[src/hdl/mlfs_pkg.sv]
`timescale 1ns / 1ps
// ----------------------------------------------------------------------------
// mlfs_pkg
// Shared types and constants of the feedback scheduler.
// ----------------------------------------------------------------------------
package mlfs_pkg;

	localparam int unsigned LEVELS  = 4;
	localparam int unsigned LVL_W   = 2;
	localparam int unsigned ID_W    = 4;
	localparam int unsigned SLICE_W = 4;
	localparam int unsigned RUN_W   = 16;
	localparam int unsigned TURN_W  = 16;

	localparam logic OP_ADMIT = 1'b0;
	localparam logic OP_TICK  = 1'b1;

	localparam logic [LVL_W-1:0] LVL_TOP = 2'd0;
	localparam logic [LVL_W-1:0] LVL_BOT = 2'd3;

	localparam logic STAT_OK   = 1'b0;
	localparam logic STAT_FULL = 1'b1;

	typedef enum logic [2:0] {
		ST_IDLE,
		ST_ADMIT,
		ST_EVAL,
		ST_POP,
		ST_FETCH,
		ST_LOAD,
		ST_INC,
		ST_EMIT
	} state_t;

	typedef struct packed {
		logic capture;
		logic admit;
		logic eval;
		logic pop;
		logic fetch;
		logic load;
		logic inc;
		logic emit;
	} cmd_t;

	typedef struct packed {
		logic op;
		logic cpu_busy;
		logic any_queued;
	} sts_t;

	typedef struct packed {
		logic [LVL_W-1:0]   level;
		logic [SLICE_W-1:0] slice;
		logic [RUN_W-1:0]   used;
		logic [RUN_W-1:0]   needed;
	} rec_t;

endpackage

[src/hdl/multilevel_feedback_scheduler.sv]
`timescale 1ns / 1ps
// ----------------------------------------------------------------------------
// multilevel_feedback_scheduler
// Four-level feedback queue scheduler with quanta of 1, 2, 4 and 8 ticks.
// ----------------------------------------------------------------------------
// Usage:
//   Present op, task_id and run_time with start high; the word is taken at
//   the edge where start is high and busy is low. op 0 admits a task at
//   level 0, op 1 advances the scheduler by one tick.
//   Each word gives one result word on running_valid .. status, marked by a
//   one-cycle result_valid pulse; the receiver cannot hold it off.
//   After accept, an admit steps through EVAL, ADMIT and EMIT; a tick that
//   keeps or idles the CPU steps through EVAL, POP, INC and EMIT; a tick that
//   dispatches adds FETCH and LOAD after POP for the registered reads of the
//   queue memory, then of the task record memory. One word at a time; busy
//   is low again in the cycle result_valid is high.
//   Reset empties all queues, idles the CPU and clears time; task records
//   and queue entries are undefined until written.
// ----------------------------------------------------------------------------
module multilevel_feedback_scheduler #(
	parameter int unsigned MAX_TASKS = 16,
	parameter int unsigned TIME_BITS = 16
) (
	input  logic         clk,
	input  logic         arst_n,
	input  logic         start,
	output logic         busy,
	input  logic         op,
	input  logic [3:0]   task_id,
	input  logic [15:0]  run_time,
	output logic         result_valid,
	output logic         running_valid,
	output logic [3:0]   running_id,
	output logic         done_valid,
	output logic [3:0]   done_id,
	output logic [15:0]  turnaround,
	output logic         status
);

	mlfs_pkg::cmd_t cmd;
	mlfs_pkg::sts_t sts;

	mlfs_ctrl u_ctrl (
		.clk    (clk),
		.arst_n (arst_n),
		.start  (start),
		.busy   (busy),
		.sts    (sts),
		.cmd    (cmd)
	);

	mlfs_datapath #(
		.MAX_TASKS (MAX_TASKS),
		.TIME_BITS (TIME_BITS)
	) u_dp (
		.clk           (clk),
		.arst_n        (arst_n),
		.cmd           (cmd),
		.sts           (sts),
		.op            (op),
		.task_id       (task_id),
		.run_time      (run_time),
		.result_valid  (result_valid),
		.running_valid (running_valid),
		.running_id    (running_id),
		.done_valid    (done_valid),
		.done_id       (done_id),
		.turnaround    (turnaround),
		.status        (status)
	);

`ifndef SYNTHESIS
	a_strobe_idle: assert property (@(posedge clk) disable iff (!arst_n)
		result_valid |-> !busy) else $error("result while busy");
	a_accept_busy: assert property (@(posedge clk) disable iff (!arst_n)
		start && !busy |=> busy) else $error("accept without busy");
	a_single_strobe: assert property (@(posedge clk) disable iff (!arst_n)
		result_valid |=> !result_valid) else $error("repeated result");
	a_idle_id: assert property (@(posedge clk) disable iff (!arst_n)
		result_valid && !running_valid |-> running_id == 4'd0)
		else $error("idle cpu with id");
`endif

endmodule

[src/hdl/mlfs_ctrl.sv]
`timescale 1ns / 1ps
// ----------------------------------------------------------------------------
// mlfs_ctrl
// Sequencer: steps one admit or tick word through the datapath.
// ----------------------------------------------------------------------------
module mlfs_ctrl (
	input  logic           clk,
	input  logic           arst_n,
	input  logic           start,
	output logic           busy,
	input  mlfs_pkg::sts_t sts,
	output mlfs_pkg::cmd_t cmd
);

	mlfs_pkg::state_t state_q, state_d;

	always_ff @(posedge clk or negedge arst_n) begin
		if (!arst_n) begin
			state_q <= mlfs_pkg::ST_IDLE;
		end else begin
			state_q <= state_d;
		end
	end

	always_comb begin
		state_d = state_q;
		cmd     = '0;
		busy    = 1'b1;
		case (state_q)
			mlfs_pkg::ST_IDLE: begin
				busy = 1'b0;
				if (start) begin
					cmd.capture = 1'b1;
					state_d = mlfs_pkg::ST_EVAL;
				end
			end
			mlfs_pkg::ST_EVAL: begin
				if (sts.op == mlfs_pkg::OP_ADMIT) begin
					state_d = mlfs_pkg::ST_ADMIT;
				end else begin
					cmd.eval = 1'b1;
					state_d = mlfs_pkg::ST_POP;
				end
			end
			mlfs_pkg::ST_ADMIT: begin
				cmd.admit = 1'b1;
				state_d = mlfs_pkg::ST_EMIT;
			end
			mlfs_pkg::ST_POP: begin
				if (!sts.cpu_busy && sts.any_queued) begin
					cmd.pop = 1'b1;
					state_d = mlfs_pkg::ST_FETCH;
				end else begin
					state_d = mlfs_pkg::ST_INC;
				end
			end
			mlfs_pkg::ST_FETCH: begin
				cmd.fetch = 1'b1;
				state_d = mlfs_pkg::ST_LOAD;
			end
			mlfs_pkg::ST_LOAD: begin
				cmd.load = 1'b1;
				state_d = mlfs_pkg::ST_INC;
			end
			mlfs_pkg::ST_INC: begin
				cmd.inc = 1'b1;
				state_d = mlfs_pkg::ST_EMIT;
			end
			mlfs_pkg::ST_EMIT: begin
				cmd.emit = 1'b1;
				state_d = mlfs_pkg::ST_IDLE;
			end
			default: begin
				state_d = mlfs_pkg::ST_IDLE;
			end
		endcase
	end

endmodule

[src/hdl/mlfs_datapath.sv]
`timescale 1ns / 1ps
// ----------------------------------------------------------------------------
// mlfs_datapath
// Task records, level queues, running-task registers and result word.
// ----------------------------------------------------------------------------
module mlfs_datapath #(
	parameter int unsigned MAX_TASKS = 16,
	parameter int unsigned TIME_BITS = 16
) (
	input  logic                          clk,
	input  logic                          arst_n,
	input  mlfs_pkg::cmd_t                cmd,
	output mlfs_pkg::sts_t                sts,
	input  logic                          op,
	input  logic [mlfs_pkg::ID_W-1:0]     task_id,
	input  logic [mlfs_pkg::RUN_W-1:0]    run_time,
	output logic                          result_valid,
	output logic                          running_valid,
	output logic [mlfs_pkg::ID_W-1:0]     running_id,
	output logic                          done_valid,
	output logic [mlfs_pkg::ID_W-1:0]     done_id,
	output logic [mlfs_pkg::TURN_W-1:0]   turnaround,
	output logic                          status
);

	localparam int unsigned TW = (MAX_TASKS > 1) ? $clog2(MAX_TASKS) : 1;
	localparam int unsigned CW = $clog2(MAX_TASKS + 1);
	localparam int unsigned SW = TW + 1;
	localparam logic [SW-1:0] MAX_S = SW'(MAX_TASKS);
	localparam logic [CW-1:0] MAX_C = CW'(MAX_TASKS);

	logic                          op_q;
	logic [mlfs_pkg::ID_W-1:0]     id_q;
	logic [mlfs_pkg::RUN_W-1:0]    need_q;
	logic [TIME_BITS-1:0]          time_q;
	logic                          busy_q;
	logic [mlfs_pkg::ID_W-1:0]     cpu_q;
	mlfs_pkg::rec_t                cur_q;
	logic [TIME_BITS-1:0]          cur_start_q;
	logic [CW-1:0]                 count_q [mlfs_pkg::LEVELS];
	logic [TW-1:0]                 head_q  [mlfs_pkg::LEVELS];
	logic [mlfs_pkg::ID_W-1:0]     fifo_mem [mlfs_pkg::LEVELS][MAX_TASKS];
	logic [mlfs_pkg::ID_W-1:0]     fifo_rd_q;
	mlfs_pkg::rec_t                rec_mem [MAX_TASKS];
	logic [TIME_BITS-1:0]          start_mem [MAX_TASKS];
	mlfs_pkg::rec_t                rec_rd_q;
	logic [TIME_BITS-1:0]          start_rd_q;
	logic                          res_done_q;
	logic [mlfs_pkg::ID_W-1:0]     res_id_q;
	logic [mlfs_pkg::TURN_W-1:0]   res_turn_q;
	logic                          res_stat_q;

	logic                          id_ok;
	logic                          retire;
	logic                          demote;
	logic [mlfs_pkg::LVL_W-1:0]    next_lvl;
	logic                          push_en;
	logic [mlfs_pkg::LVL_W-1:0]    push_lvl;
	logic [mlfs_pkg::ID_W-1:0]     push_id;
	logic                          push_full;
	logic [SW-1:0]                 tail_sum;
	logic [TW-1:0]                 tail;
	logic [mlfs_pkg::LVL_W-1:0]    pop_lvl;
	logic                          any;
	logic                          rec_we;
	logic [mlfs_pkg::ID_W-1:0]     rec_wid;
	mlfs_pkg::rec_t                rec_wd;
	logic [TIME_BITS-1:0]          start_wd;
	logic [TIME_BITS-1:0]          turn_full;

	assign id_ok    = 32'(id_q) < MAX_TASKS;
	assign retire   = busy_q && (cur_q.used == cur_q.needed);
	assign demote   = busy_q && !retire &&
		(cur_q.slice == (mlfs_pkg::SLICE_W'(1) << cur_q.level));
	assign next_lvl = (cur_q.level == mlfs_pkg::LVL_BOT) ? mlfs_pkg::LVL_BOT
		: cur_q.level + mlfs_pkg::LVL_W'(1);
	assign turn_full = time_q - cur_start_q;

	always_comb begin
		push_en  = 1'b0;
		push_lvl = mlfs_pkg::LVL_TOP;
		push_id  = id_q;
		if (cmd.admit && id_ok) begin
			push_en = 1'b1;
		end else if (cmd.eval && demote) begin
			push_en  = 1'b1;
			push_lvl = next_lvl;
			push_id  = cpu_q;
		end
	end

	assign push_full = count_q[push_lvl] == MAX_C;
	assign tail_sum  = SW'(head_q[push_lvl]) + SW'(count_q[push_lvl]);
	assign tail      = (tail_sum >= MAX_S) ? TW'(tail_sum - MAX_S) : TW'(tail_sum);

	always_comb begin
		any     = 1'b0;
		pop_lvl = mlfs_pkg::LVL_TOP;
		for (int i = mlfs_pkg::LEVELS - 1; i >= 0; i--) begin
			if (count_q[i] != '0) begin
				any     = 1'b1;
				pop_lvl = mlfs_pkg::LVL_W'(i);
			end
		end
	end

	always_comb begin
		rec_we   = 1'b0;
		rec_wid  = id_q;
		rec_wd   = '{level: mlfs_pkg::LVL_TOP, slice: '0, used: '0, needed: need_q};
		start_wd = time_q;
		if (cmd.admit && id_ok) begin
			rec_we = 1'b1;
		end else if (cmd.eval && (retire || demote)) begin
			rec_we   = 1'b1;
			rec_wid  = cpu_q;
			start_wd = cur_start_q;
			rec_wd   = '{level: retire ? mlfs_pkg::LVL_TOP : next_lvl,
				slice: retire ? cur_q.slice : '0,
				used: cur_q.used, needed: cur_q.needed};
		end
	end

	assign sts = '{op: op_q, cpu_busy: busy_q, any_queued: any};

	always_ff @(posedge clk) begin
		if (push_en && !push_full) begin
			fifo_mem[push_lvl][tail] <= push_id;
		end
		if (cmd.pop) begin
			fifo_rd_q <= fifo_mem[pop_lvl][head_q[pop_lvl]];
		end
		if (rec_we) begin
			rec_mem[TW'(rec_wid)]   <= rec_wd;
			start_mem[TW'(rec_wid)] <= start_wd;
		end
		if (cmd.fetch) begin
			rec_rd_q   <= rec_mem[TW'(fifo_rd_q)];
			start_rd_q <= start_mem[TW'(fifo_rd_q)];
		end
	end

	always_ff @(posedge clk) begin
		if (cmd.capture) begin
			op_q   <= op;
			id_q   <= task_id;
			need_q <= run_time;
		end
		if (cmd.admit && id_ok && busy_q && (id_q == cpu_q)) begin
			cur_q       <= rec_wd;
			cur_start_q <= time_q;
		end else if (cmd.load) begin
			cur_q       <= rec_rd_q;
			cur_start_q <= start_rd_q;
		end else if (cmd.inc && busy_q) begin
			cur_q.slice <= cur_q.slice + mlfs_pkg::SLICE_W'(1);
			cur_q.used  <= cur_q.used + mlfs_pkg::RUN_W'(1);
		end
	end

	always_ff @(posedge clk or negedge arst_n) begin
		if (!arst_n) begin
			time_q        <= '0;
			busy_q        <= 1'b0;
			cpu_q         <= '0;
			res_done_q    <= 1'b0;
			res_id_q      <= '0;
			res_turn_q    <= '0;
			res_stat_q    <= mlfs_pkg::STAT_OK;
			result_valid  <= 1'b0;
			running_valid <= 1'b0;
			running_id    <= '0;
			done_valid    <= 1'b0;
			done_id       <= '0;
			turnaround    <= '0;
			status        <= mlfs_pkg::STAT_OK;
			for (int i = 0; i < mlfs_pkg::LEVELS; i++) begin
				count_q[i] <= '0;
				head_q[i]  <= '0;
			end
		end else begin
			result_valid <= cmd.emit;
			if (cmd.capture) begin
				res_done_q <= 1'b0;
				res_id_q   <= '0;
				res_turn_q <= '0;
				res_stat_q <= mlfs_pkg::STAT_OK;
			end
			if (push_en) begin
				if (push_full) begin
					res_stat_q <= mlfs_pkg::STAT_FULL;
				end else begin
					count_q[push_lvl] <= count_q[push_lvl] + CW'(1);
				end
			end
			if (cmd.eval && retire) begin
				busy_q     <= 1'b0;
				res_done_q <= 1'b1;
				res_id_q   <= cpu_q;
				res_turn_q <= mlfs_pkg::TURN_W'(turn_full);
			end else if (cmd.eval && demote) begin
				busy_q <= 1'b0;
			end
			if (cmd.pop) begin
				count_q[pop_lvl] <= count_q[pop_lvl] - CW'(1);
				head_q[pop_lvl]  <= (SW'(head_q[pop_lvl]) + SW'(1) == MAX_S) ? '0
					: head_q[pop_lvl] + TW'(1);
			end
			if (cmd.load) begin
				busy_q <= 1'b1;
				cpu_q  <= fifo_rd_q;
			end
			if (cmd.inc) begin
				time_q <= time_q + TIME_BITS'(1);
			end
			if (cmd.emit) begin
				running_valid <= busy_q;
				running_id    <= busy_q ? cpu_q : '0;
				done_valid    <= res_done_q;
				done_id       <= res_id_q;
				turnaround    <= res_turn_q;
				status        <= res_stat_q;
			end
		end
	end

endmodule

[config.mk]
export PLATFORM = sky130hd
export DESIGN_NAME = multilevel_feedback_scheduler
export DESIGN_NICKNAME = d
export VERILOG_FILES = /design/src/hdl/mlfs_pkg.sv /design/src/hdl/multilevel_feedback_scheduler.sv /design/src/hdl/mlfs_ctrl.sv /design/src/hdl/mlfs_datapath.sv
export SDC_FILE = /design/constraint.sdc
export NUM_CORES = 1
export LEC_CHECK = 0
export ABC_AREA = 1
export BUFFER_PORTS_ARGS = -buffer_cell sky130_fd_sc_hd__clkbuf_2
export CORE_MARGIN = 2
export CORE_UTILIZATION = 45
export CTS_CLUSTER_SIZE = 16
export DETAILED_ROUTE_END_ITERATION = 12
export GPL_ROUTABILITY_DRIVEN = 1
export PLACE_DENSITY = 0.7
export SLEW_MARGIN = 10
export SYNTH_ARGS = -nofsm -noshare
export SYNTH_HDL_FRONTEND = slang
export SYNTH_SLANG_ARGS = --single-unit
[constraint.sdc]
create_clock -name clk -period 4.4 [get_ports clk]
set_input_delay 0.44 -clock clk [delete_from_list [all_inputs] [get_ports clk]]
set_output_delay 0.44 -clock clk [all_outputs]
set_load 0.01 [all_outputs]
* Word level (Yosys, flattened, before mapping)
Memories as Yosys holds them, arrays and structs flattened. A register that Yosys moved wholly into a read port is not among the register bits. Cells that the tools add are included. W data, S select, Z words.
Cells by class: $add $sub $neg 11, order comparisons 8, equality and inequality tests 14, shift-type cells 1, mux-type cells 96, bitwise gates (word level) 4, reduce and logical (&&, ||, !) cells 28
Operator list (count):
- $mux W38 | 3
- $mux W16 | 7
- $mux W20 | 5
- $mux W4 | 18
- $mux W64 | 1
- $bwmux W20 | 2
- $add A16 B1 Y16 const B | 2
- $mux W1 | 31
- $mux W5 | 6
- $mux W2 | 11
- $pmux W3 S7 | 1
- $bmux W5 S2 | 2
- $demux W5 S2 | 2
- $reduce_bool A5 Y1 | 4
- $bmux W4 S2 | 2
- $bmux W4 S4 | 1
- $bwmux W16 | 1
- $demux W4 S4 | 1
- $eq A16 B16 Y1 | 1
- $sub A16 B16 Y16 | 1
- $ge A5 B5 Y1 const B | 3
- $logic_and A1 B1 Y1 | 14
- $eq A3 B3 Y1 const B | 4
- $eq A5 B5 Y1 const B | 2
- 26 further kinds | 37
Word-level totals: flip-flop bits (word level) 189, memory bits (writable) 1120, input bits 24, output and inout bits 29, word-level logic and storage cells 197, memories 3
Memories:
- u_dp.rec_mem | depth 16, width 38, read ports 1, clocked after memory_dff 1, wr ports 1, RTL line mlfs_datapath.sv:44 | mlfs_pkg::rec_t rec_mem [MAX_TASKS];
- u_dp.fifo_mem | depth 4, width 64, read ports 1, clocked after memory_dff 0, wr ports 1, RTL line mlfs_datapath.sv:42 | logic [mlfs_pkg::ID_W-1:0] fifo_mem [mlfs_pkg::LEVELS][MAX_TASKS];
- u_dp.start_mem | depth 16, width 16, read ports 1, clocked after memory_dff 1, wr ports 1, RTL line mlfs_datapath.sv:45 | logic [TIME_BITS-1:0] start_mem [MAX_TASKS];

* Longest topological paths before layout
depth after elaboration 21, depth in mapped cells 24, gate-level depth less buffers 20

* By module
Synthesis repeated with hierarchy kept, for this count alone.
Second synthesis, totals: cell total of the unflattened synthesis 4533, area, all modules 56959.6 µm²
Modules (own cells, without submodules):
- mlfs_datapath | times used 1, cells an instance 4499, area an instance 56751.9 µm², sequential area each 40303.7 µm²
- mlfs_ctrl | times used 1, cells an instance 34, area an instance 207.7 µm², sequential area each 75.1 µm²

* Worst setup path after synthesis
OpenSTA, ideal clock, no wires.
kind register to register, from register u_ctrl.state_q[2], to register u_dp.rec_rd_q[0] (netlist name), setup time 535 ps, arrival 4250 ps, data required time 3865 ps, setup slack -385 ps, cell stages (with the launch flop) 3, path through dfrtp_1 -> inv_1 -> nor3_1
On the way: word-level cells in the longest chain between the ends 2
RTL lines:
- start, declared | RTL line mlfs_ctrl.sv:15 | mlfs_pkg::state_t state_q, state_d;
- start signal, assigned | RTL line mlfs_ctrl.sv:19 | state_q <= mlfs_pkg::ST_IDLE;
- start signal, assigned | RTL line mlfs_ctrl.sv:21 | state_q <= state_d;
- $eq A3 B3 Y1 | RTL line mlfs_ctrl.sv:29 | case (state_q)
- $mux W1 | RTL line mlfs_ctrl.sv:29
No other way between the ends. A chain may end at the register's enable or synchronous reset.

* Final worst setup path
from register u_dp.cur_q[37] in the netlist's numbering, to memory u_dp.fifo_mem[3][33] in the netlist's numbering (enable)
On the way: word-level cells in the longest chain between the ends 19
RTL lines:
- start, declared | RTL line mlfs_datapath.sv:38 | mlfs_pkg::rec_t cur_q;
- start signal, assigned | RTL line mlfs_datapath.sv:150 | cur_q <= rec_wd;
- start signal, assigned | RTL line mlfs_datapath.sv:153 | cur_q <= rec_rd_q;
- $shl A1 B2 Y4 | RTL line mlfs_datapath.sv:74 | (cur_q.slice == (mlfs_pkg::SLICE_W'(1) << cur_q.level));
- $eq A4 B4 Y1 | RTL line mlfs_datapath.sv:74
- $logic_and A1 B1 Y1 | RTL line mlfs_datapath.sv:73 | assign demote = busy_q && !retire &&
- $logic_and A1 B1 Y1 | RTL line mlfs_datapath.sv:85 | end else if (cmd.eval && demote) begin
- $mux W2 | RTL line mlfs_datapath.sv:85
- $mux W2 | RTL line mlfs_datapath.sv:83 | if (cmd.admit && id_ok) begin
- $not A2 Y3 (implied by the code) | RTL line mlfs_datapath.sv:92, mlfs_datapath.sv:93
- $bmux W4 S2 or $bmux W5 S2 (tied branches) | RTL line mlfs_datapath.sv:93, mlfs_datapath.sv:92
- [... 3 more ...]
- $sub A4 B1 Y4 or $ge A5 B5 Y1 (tied branches) | RTL line mlfs_datapath.sv:94 | assign tail = (tail_sum >= MAX_S) ? TW'(tail_sum - MAX_S) : TW'(tail_sum);
- $mux W4 | RTL line mlfs_datapath.sv:94
- $not A4 Y5 (implied by the code) | RTL line mlfs_datapath.sv:128 | fifo_mem[push_lvl][tail] <= push_id;
- $ge A5 B5 Y1 (implied by the code) or $lt A5 B1 Y1 (tied branches) | RTL line mlfs_datapath.sv:128
- $logic_and A1 B1 Y1 (implied by the code) | RTL line mlfs_datapath.sv:128
- $mux W4 (implied by the code) | RTL line mlfs_datapath.sv:128
- $demux W4 S4 | RTL line mlfs_datapath.sv:128
- $mux W64 (implied by the code) | RTL line mlfs_datapath.sv:128
- end, declared | RTL line mlfs_datapath.sv:42
Several ways; a longest one is shown, not always the timed one. The select of a mux whose other input is x is not followed.

==> metrics.csv <==
metric,value,unit
Pins Over Slew Limit,0,
RSZ-0062 raised after global routing,true,
hold slack,0.0519,ns
CP peak stage delay,0.57,ns
Worst setup SP type,flop,
drt first pass iters,6,
syn_area_per_cell,12.7,um2
Buffers on Ports,52,
Synth area leader,edfxtp_1,
Tmin final,4.28,ns
DP Wirelength,83.3,mm
"Net Count, Synth",4484,
CP cell instances,inv_4 -> nand2_2 -> nand2_1 -> nand2_1 -> nor2_1 -> nand2_2 -> nor2_8 -> nand2_4 -> nor2_1 -> clkinv_1 -> o22ai_1 -> nor2_1 -> ha_1 -> fa_1 -> xor2_1 -> nand3_4 -> nor3_1,
"Req. time, crit path",4.80,ns
Core Footprint,125000,um2
gr ovfl total,0,
DRC violations left,0,
first-pass GRT wire length,214,mm
CP Class,reg2reg,
overall routing resource usage,22.1,%
H-Tree Depth,4,
Main synth FF type,edfxtp_1,
Synth area leaders,"edfxtp_1, nand2_1, dfrtp_1, o21ai_0, mux2i_1",
via/cell ratio,5.77,
DR WL/cell,22.7,um
Worst Slack Setup Final,0.122,ns
initial antenna violation count,0,
crit-path max FO,16,
Leak,23.8,nW
worst path bufs/invs,2,
"EDFF count, synth",1253,
highest-count cells in the layout ignoring fill and taps,"edfxtp_1, nand2_1, nor2_1, o21ai_0, inv_1",
Async SR Flop Fraction,8.07,%
Critical Path Sink Type,flop,
"leading cell type in the layout, fill and taps excluded",edfxtp_1,
Die Y,358,um
status,finished clean,
CTS sink cnt,1363,
DRT Wirelength,143,mm
CTS max path bufs,3,
"most used cell, CP",nor2_1,
area share of the leading cell type in the synthesized netlist,66.5,%
Final Skew,0.0280,ns
Critical-path top delay cell,nor3_1,
Syn Inst Count,4435,
vias in the first global route,35000,
synth unique cells,56,
"Seq/Total Area, Yosys",71.4,%
antenna cells,0,
Die Area,129000,um2
# setup viols final,0,
Slew headroom,15.6,%
Max Cap Violations,0,
final hold vios,0,
Peak VDD IR,0.436,mV
gpl congestion,0.917,
largest net degree at the start of global routing,159,
via count,36400,
Mapped Area,56500,um2
worst slack at placement,0.105,ns
Starting Density,45.2,%
fin crit share,97.2,%
Final #Nets,4599,
Num CTS Buffers,135,
Crit path max-delay family,simple AND/OR/NAND/NOR gates,
PD cells,506,nW/um2
"Warnings, synthesis",0,
fraction of layout cells with a size suffix above 1,11.8,%
worst min path class,in2reg,
filler instances,10300,
Area growth syn-to-layout,13.8,%
CTS tree,yes,
initial DRC count,4547,
Yosys reg bits,1363,
Peak Freq,0.234,GHz
IO Count,53,
ANT nets after route,0,
CP arrival,4.68,ns
clk_lat worst skew,0.77,ns
num rows,130,
clock tree root buffer cell,clkbuf_16,
worst slew pin tran,1.26,ns
Die X,358,um
register clock-pin slew on the reported worst setup and hold paths,0.06,ns
cell type report:
class	instances	area (um2)	area share [%]
repair buffers	230	2170	3.37
well taps	1650	2060	3.21
flip-flops and latches	1363	40400	62.7
clock buffers	170	3710	5.77
inverters	243	922	1.43
clock inverters	69	634	0.986
multi-input cells	2577	14500	22.5
synthesized netlist by cell type (all sizes together) (33+ instances only):
library cell and number:
mux2i 167, inv 235, buf 67, edfxtp 1253
nand3 200, o21ai 377, dfrtp 110, nand4 66
nor3 93, xor2 37, nor2 450, o22ai 33
a21oi 54, o211ai 46, o221ai 170, o32ai 42
clkbuf 184, nand2 779
repair_timing:
action                     4_1_cts  5_1_grt
resized for setup                0       22
hold buffers                    22        0
setup endpoints to repair        0      164
buffers inserted                 0        1
hold endpoints to repair        78        0
per-stage QoR:
stage                     power, W  setup TNS, ns  instance area, um2  instances  util, %
final                       0.0325              0               64400       6302     51.4
after global routing        0.0337          -4.32               64400       6302     51.4
after CTS                   0.0326              0               64200       6301     51.3
after detailed placement    0.0213              0               59700       6040     47.7
after global placement      0.0213              0               59600       6039     47.7
after floorplan             0.0193        -237.12               56500       4435        -
where the power goes:
part | switching (W) | leakage [nW] | internal, W
Sequential | 0.000530 | 13.6 | 0.0153
Combinational | 0.00392 | 8.05 | 0.00146
Clock | 0.00482 | 2.13 | 0.00652
Total | 0.00927 | 23.8 | 0.0233
metal layers:
metal	track usage, %	share of wire (%)
met2	36.3	49
met1	29.5	41
met4	8.07	2.9
met3	3.84	7.6
met5	0	0
tightest hold or removal path: stages:
cell      delay (ns)
clkbuf_2        0.12
nor2_1          0.12
a41oi_1         0.06
sequential cells by signal, indices dropped and copies added, names as in the netlist, 3 cells and up:
name,flops
u_dp.head_q,16
u_dp.fifo_rd_q,4
u_dp.rec_mem,608
u_dp.id_q,4
u_dp.done_id,4
u_dp.start_mem,256
u_dp.need_q,16
u_dp.count_q,20
u_dp.time_q,16
u_dp.res_id_q,4
u_dp.turnaround,16
u_dp.cur_start_q,16
u_dp.running_id,4
u_ctrl.state_q,3
u_dp.start_rd_q,16
u_dp.cur_q,38
u_dp.rec_rd_q,38
u_dp.cpu_q,4
u_dp.res_turn_q,16
u_dp.fifo_mem,256
cell families after synthesis:
group,Yosys count,share of synthesized area [%]
buffers and inverters,495,3.54
AO/OA/AOI/OAI,741,8.34
multiplexers,167,2.96
AND/OR/NAND/NOR,1603,12.5
adder cells (fa/ha/maj),25,0.580
flip-flops,1363,71.4
XOR/XNOR,41,0.635
path summary, 6_finish.rpt:
path | depth (start not counted) | slack, ns | endpoint | start
max | 17 | 0.12 | u_dp.fifo_mem[3][33]$_DFFE_PP_ | u_dp.cur_q[37]$_DFFE_PP_
min | 3 | 0.05 | u_ctrl.state_q[1]$_DFFE_PN0P_ | start
max reg2reg | 17 | 0.12 | u_dp.fifo_mem[3][33]$_DFFE_PP_ | u_dp.cur_q[37]$_DFFE_PP_
min reg2reg | 2 | 0.49 | u_dp.running_id[3]$_DFFE_PN0P_ | u_dp.running_id[3]$_DFFE_PN0P_
max in group asynchronous | 3 | 3.09 | u_dp.res_turn_q[13]$_DFFE_PN0P_ | arst_n
min in group asynchronous | 2 | 0.32 | u_dp.time_q[14]$_DFFE_PN0N_ | arst_n
Power figures use the tool's default switching activity.
